`src/hw/rtl/icset_pkg.sv`:
```
// ----------------------------------------------------------------------------
// icset_pkg
// Shared types and defaults for the interval coverage set block.
// ----------------------------------------------------------------------------
package icset_pkg;

  // default sizes
  localparam int unsigned DefMaxEntries   = 16;
  localparam int unsigned DefPositionBits = 48;

  // operation codes carried in the input tuser
  typedef enum logic [1:0] {
    OP_ADD   = 2'd0,
    OP_PROBE = 2'd1,
    OP_GAPS  = 2'd2,
    OP_CLEAR = 2'd3
  } op_e;

  // commands from the controller to the datapath
  typedef struct packed {
    logic start;       // capture the input word, begin the table walk
    logic walk;        // perform one step of the walk
    logic commit;      // update the committed table state
    logic emit_final;  // load the closing result word
  } cmd_t;

  // status from the datapath to the controller
  typedef struct packed {
    logic walk_done;     // walk has covered the table
    logic final_needed;  // a closing result word follows the walk
    logic out_free;      // output register can take a word this cycle
  } status_t;

endpackage

```
`src/hw/rtl/icset_ctrl.sv`:
```
// ----------------------------------------------------------------------------
// icset_ctrl
// Controller state machine: accepts a word, runs the table walk, commits and
// emits the closing result.
// ----------------------------------------------------------------------------
module icset_ctrl
  import icset_pkg::*;
(
  input  logic    clk_i,
  input  logic    rst_ni,
  input  logic    in_valid_i,
  output logic    in_ready_o,
  input  status_t status_i,
  output cmd_t    cmd_o
);

  typedef enum logic [3:0] {
    S_IDLE = 4'b0001,
    S_WALK = 4'b0010,
    S_FIN  = 4'b0100,
    S_EMIT = 4'b1000
  } state_e;

  state_e state_q, state_d;

  // next state and command decode
  always_comb begin
    state_d    = state_q;
    cmd_o      = '0;
    in_ready_o = 1'b0;
    unique case (state_q)
      S_IDLE: begin
        in_ready_o = 1'b1;
        if (in_valid_i) begin
          cmd_o.start = 1'b1;
          state_d     = S_WALK;
        end
      end
      S_WALK: begin
        cmd_o.walk = 1'b1;
        if (status_i.walk_done) begin
          state_d = status_i.final_needed ? S_FIN : S_IDLE;
        end
      end
      S_FIN: begin
        cmd_o.commit = 1'b1;
        state_d      = S_EMIT;
      end
      S_EMIT: begin
        if (status_i.out_free) begin
          cmd_o.emit_final = 1'b1;
          state_d          = S_IDLE;
        end
      end
      default: state_d = S_IDLE;
    endcase
  end

  // state register
  always_ff @(posedge clk_i or negedge rst_ni) begin
    if (!rst_ni) begin
      state_q <= S_IDLE;
    end else begin
      state_q <= state_d;
    end
  end

  // only one command at a time
  assert property (@(posedge clk_i) disable iff (!rst_ni)
    $onehot0({cmd_o.start, cmd_o.walk, cmd_o.commit, cmd_o.emit_final}))
    else $error("icset_ctrl: overlapping commands");

  // a commit is always followed by the closing result stage
  assert property (@(posedge clk_i) disable iff (!rst_ni)
    cmd_o.commit |=> (state_q == S_EMIT))
    else $error("icset_ctrl: commit not followed by emit");

  // a word is only taken from idle
  assert property (@(posedge clk_i) disable iff (!rst_ni)
    cmd_o.start |-> (state_q == S_IDLE))
    else $error("icset_ctrl: start outside idle");

endmodule

```
`config.mk`:
```
export PLATFORM = sky130hd
export DESIGN_NAME = icset_ctrl
export DESIGN_NICKNAME = d
export VERILOG_FILES = /design/src/hw/rtl/icset_pkg.sv /design/src/hw/rtl/icset_ctrl.sv
export SDC_FILE = /design/constraint.sdc
export NUM_CORES = 1
export LEC_CHECK = 0
export BUFFER_PORTS_ARGS = -buffer_cell sky130_fd_sc_hd__buf_2
export CELL_PAD_IN_SITES_DETAIL_PLACEMENT = 0
export CELL_PAD_IN_SITES_GLOBAL_PLACEMENT = 1
export CORE_AREA = 8 8 45 47
export CTS_CLUSTER_DIAMETER = 200
export DETAILED_ROUTE_END_ITERATION = 8
export DIE_AREA = 0 0 53 55
export PLACE_DENSITY = 0.49
export SLEW_MARGIN = 40
export SYNTH_ARGS = -nofsm -noshare
export SYNTH_HDL_FRONTEND = slang
export SYNTH_SLANG_ARGS = --single-unit
```
`constraint.sdc`:
```
create_clock -name clk_i -period 1.13 [get_ports clk_i]
set_input_delay 0.226 -clock clk_i [delete_from_list [all_inputs] [get_ports clk_i]]
set_output_delay 0.226 -clock clk_i [all_outputs]
set_load 0.01 [all_outputs]
```
==> impl.org <==
** Run status
- The flow ran to the end, but the final reports show violations.
- The final reports fail on negative setup slack.

** Synth
- Counting flops with an async set or reset pin after synthesis yields a share of 100.0%.
- The number of different library cells used by synthesis comes to 14.
- Netlist area before placement :: 215.2 um2
- The share of synthesized area in the top cell type comes to 34.88%.
- Each instance of the synthesized netlist takes up on average 10.76 um2.
- Sequential elements use 47.09% of the synthesized area.
- In the synthesized netlist, the number of instances is 20.
- Library cell occupying the most area in the post-synthesis netlist :: dfrtp_1
- Yosys warnings :: 0
- For this run, the leading register cell type out of synthesis is dfrtp_1.
- Number of nets in the synthesized netlist :: 26
- By area the synthesized netlist is led by dfrtp_1, dfstp_2, nor4b_1, nor3_1, a211oi_2.
- Most used standard cells in the synthesized netlist :: dfrtp_1, nor3_1, nand2b_1, nor4b_1
- In this run, synthesis inferred 0 flip-flops with an integrated enable.
- After synthesis the netlist holds a flip-flop and latch count of 4.

** Floorplan
- Die Y :: 55 um
- The die covers 0.002915 mm2.
- Site row count :: 14
- From left edge to right edge, the die measures 53 um.
- Placeable Area :: 0.001384 mm2
- For this configuration, the core starts out at a cell density of 15.55%.
- During I/O placement, the number of pins put on the boundary was 11.

** Routing
- DRC violations left :: 0
- Overall via count from detail_route :: 260
- Before antenna repair, the detailed router went through 4 iterations.
- After detailed routing, the number of vias per cell comes to 4.194.
- Once detail routing completed, the nets flagged for antenna violations numbered 0.
- For this block, the initial DRC count from the detailed router was 1.
- Routed length per instance :: 10.98 um
- Summed over all layers, the routed wires come to 681 um.

** STA
- The max-slew violation count came to 0.
- Final period util :: 130.9%
- Slew at the pin closest to its max-slew limit :: 284.4 ps
- Across all setup checks in the final design, the least slack found is -349.6 ps.
- Headroom to the max-slew limit came out at 81.04%.
- Setup repair after global routing could not meet its margin everywhere.
- For the finished layout, the period the worst path requires is 1480 ps.
- Adding up every negative setup slack in the final design gives -2169 ps.
- Final setup violation count :: 8
- The tightest hold path in the finished design has a slack of 245.6 ps.
- Worst clock skew on the final layout :: 4.705 ps
- The number of hold-slack violations in the final timing report came to 0.
- Based on the critical path, the design can be clocked at up to 675.8 MHz.

** Worst setup path
- CP Launch Point :: state_q[2]
- Reg-to-reg slack, setup :: -350 ps
- The startpoint identified for the worst register-to-register timing path is state_q[2].
- Following the worst setup path forward leads to its endpoint at state_q[0].
- Worst endpoint data arrival time :: 1630 ps
- The critical path in this run is classified as reg2reg.
- The worst register-to-register path has a depth of 5.
- Sort of element at the start of the critical path :: flip-flop
- STA puts the critical path data required time at 1280 ps.
- Reg2Reg Capture Point :: state_q[0]
- Critical Path Sink Type :: flip-flop
- Along the worst path, the maximum fanout reaches 4.

** CTS
- H-Tree Depth :: 1
- The clock passes through at most 2 buffers.
- The tree built by TritonCTS fans out to 4 sinks.
- Clock latency of the later-clocked register in the worst-skew pair :: 230 ps
- Total clock buffers created by CTS :: 3
- Clock-pin slew was measured on the worst setup and hold paths at 40 ps.
- The root buffer cell chosen for the clock tree is clkbuf_4.
- TritonCTS built the clock tree.

** Cells and area
- Net count reported at finish :: 53
- Utilization after layout :: 34.27%
- Share of final-layout standard cells stronger than drive strength 1 :: 78.26%
- Biggest regs :: state_q x4
- Area growth syn-to-layout :: 120.3%
- Top register by number of flip-flops :: state_q
- Number of antenna diodes :: 0
- Number of flip-flops in the largest register :: 4

** Min path
- Min-delay src :: status_i[2]
- The tightest min-delay check is of the in2reg type.
- The worst hold path passes through 3 cells.

** Power
- Total power :: 1063 uW
- IR analysis of the VDD net gives a maximum drop of 1.242 mV.
- Areal power density over the cells :: 2243 mW/mm2
- For this design the static power due to leakage is 0.0002216 uW.

** Place
- Sum of net half-perimeters after detailed placement :: 521.8 um
- The congestion estimate from routability-driven global placement came to 0.7058.
- The count of buffers added on input and output ports is 10.
- Post-placement worst setup slack :: -140.6 ps

** Flow run
- Count of maximum capacitance violations :: 0

** Global route
- In the global route stage, overall resource usage came out at 4.981%.
- The first global-routing pass estimated 1055 um of wire.
- Number of antenna violations at the first check in global routing :: 0
- Entering global routing, the biggest net connects 7 pins.
- Grt ovf :: 0
- Via count of the first global-routing pass :: 286
-- repair_timing --
action | in CTS | in global routing
gates resized for setup | 4 | 6
hold buffers | 1 | 0
hold endpoints to repair | 4 | 0
setup buffers | 3 | 1
pin swaps | 2 | 4
setup endpoints to repair | 9 | 8
-- worst min path at each step --
stage | endpoint | slack, ps
2_1_floorplan | state_q[1] | -70
3_3_place_gp | state_q[1] | 30
3_5_place_dp | state_q[3] | 30
4_1_cts | state_q[0] | 240
5_1_grt | state_q[0] | 250
6_report | state_q[0] | 250
-- logic make-up (layout without fill, tap and decap cells) --
| kind of cell | after synthesis | after routing | share of synthesized area (%) |
|---|---|---|---|
| DFF | 4 | 4 | 47.09 |
| AOI/OAI and AO/OA | 3 | 3 | 11.63 |
| and+or+nand+nor | 13 | 13 | 41.28 |
| buffers and inverters | 0 | 26 | 0 |
-- through the flow --
stage | instance area (um2) | cells
floorplan | 240.2 | 20
global placement | 362.8 | 53
detailed placement | 362.8 | 53
CTS | 444.2 | 61
global route | 474.2 | 62
finish | 474.2 | 62
-- area by class of cell --
type | instances | area, um2
Timing Repair Buffer | 22 | 160.2
Fill cell | 157 | 909.6
Sequential cell | 4 | 103.9
Tap cell | 16 | 20.02
Clock buffer | 4 | 26.28
Multi-Input combinational cell | 16 | 163.9
-- critical path: stages (launching register included) --
cell      delay [ps]
dfrtp_2          450
buf_4            150
buf_4            120
or3b_1           380
a211oi_2         220
a211oi_1          80
-- metal layers --
metal	share of wire, %	up-vias	GRT usage (%)
met5	0	-	0
met4	0	0	2.586
met3	10	0	3.743
met2	49	8	7.422
met1	40	121	5.038
li1	-	131	-
-- power by group --
group,switching [uW],internal [uW]
clock,59.6,133
combinational,225,400
sequential,46.6,200
-- cells in the final DEF (no fill, tap or decap) --
cell / n
buf_2: 9
buf_4: 8
buf_6: 4
clkbuf_4: 3
nor4b_4: 2
nand2b_1: 2
nor3_2: 2
dfrtp_2: 2
nand3b_1: 1
and2_4: 1
nor2_1: 1
and3b_2: 1
a21oi_2: 1
nor3_1: 1
or3b_1: 1
a211oi_2: 1
a211oi_1: 1
and3_4: 1
clkbuf_1: 1
dlygate4sd3_1: 1
dfstp_2: 1
dfrtp_1: 1
(Power assumes the default switching activity.)
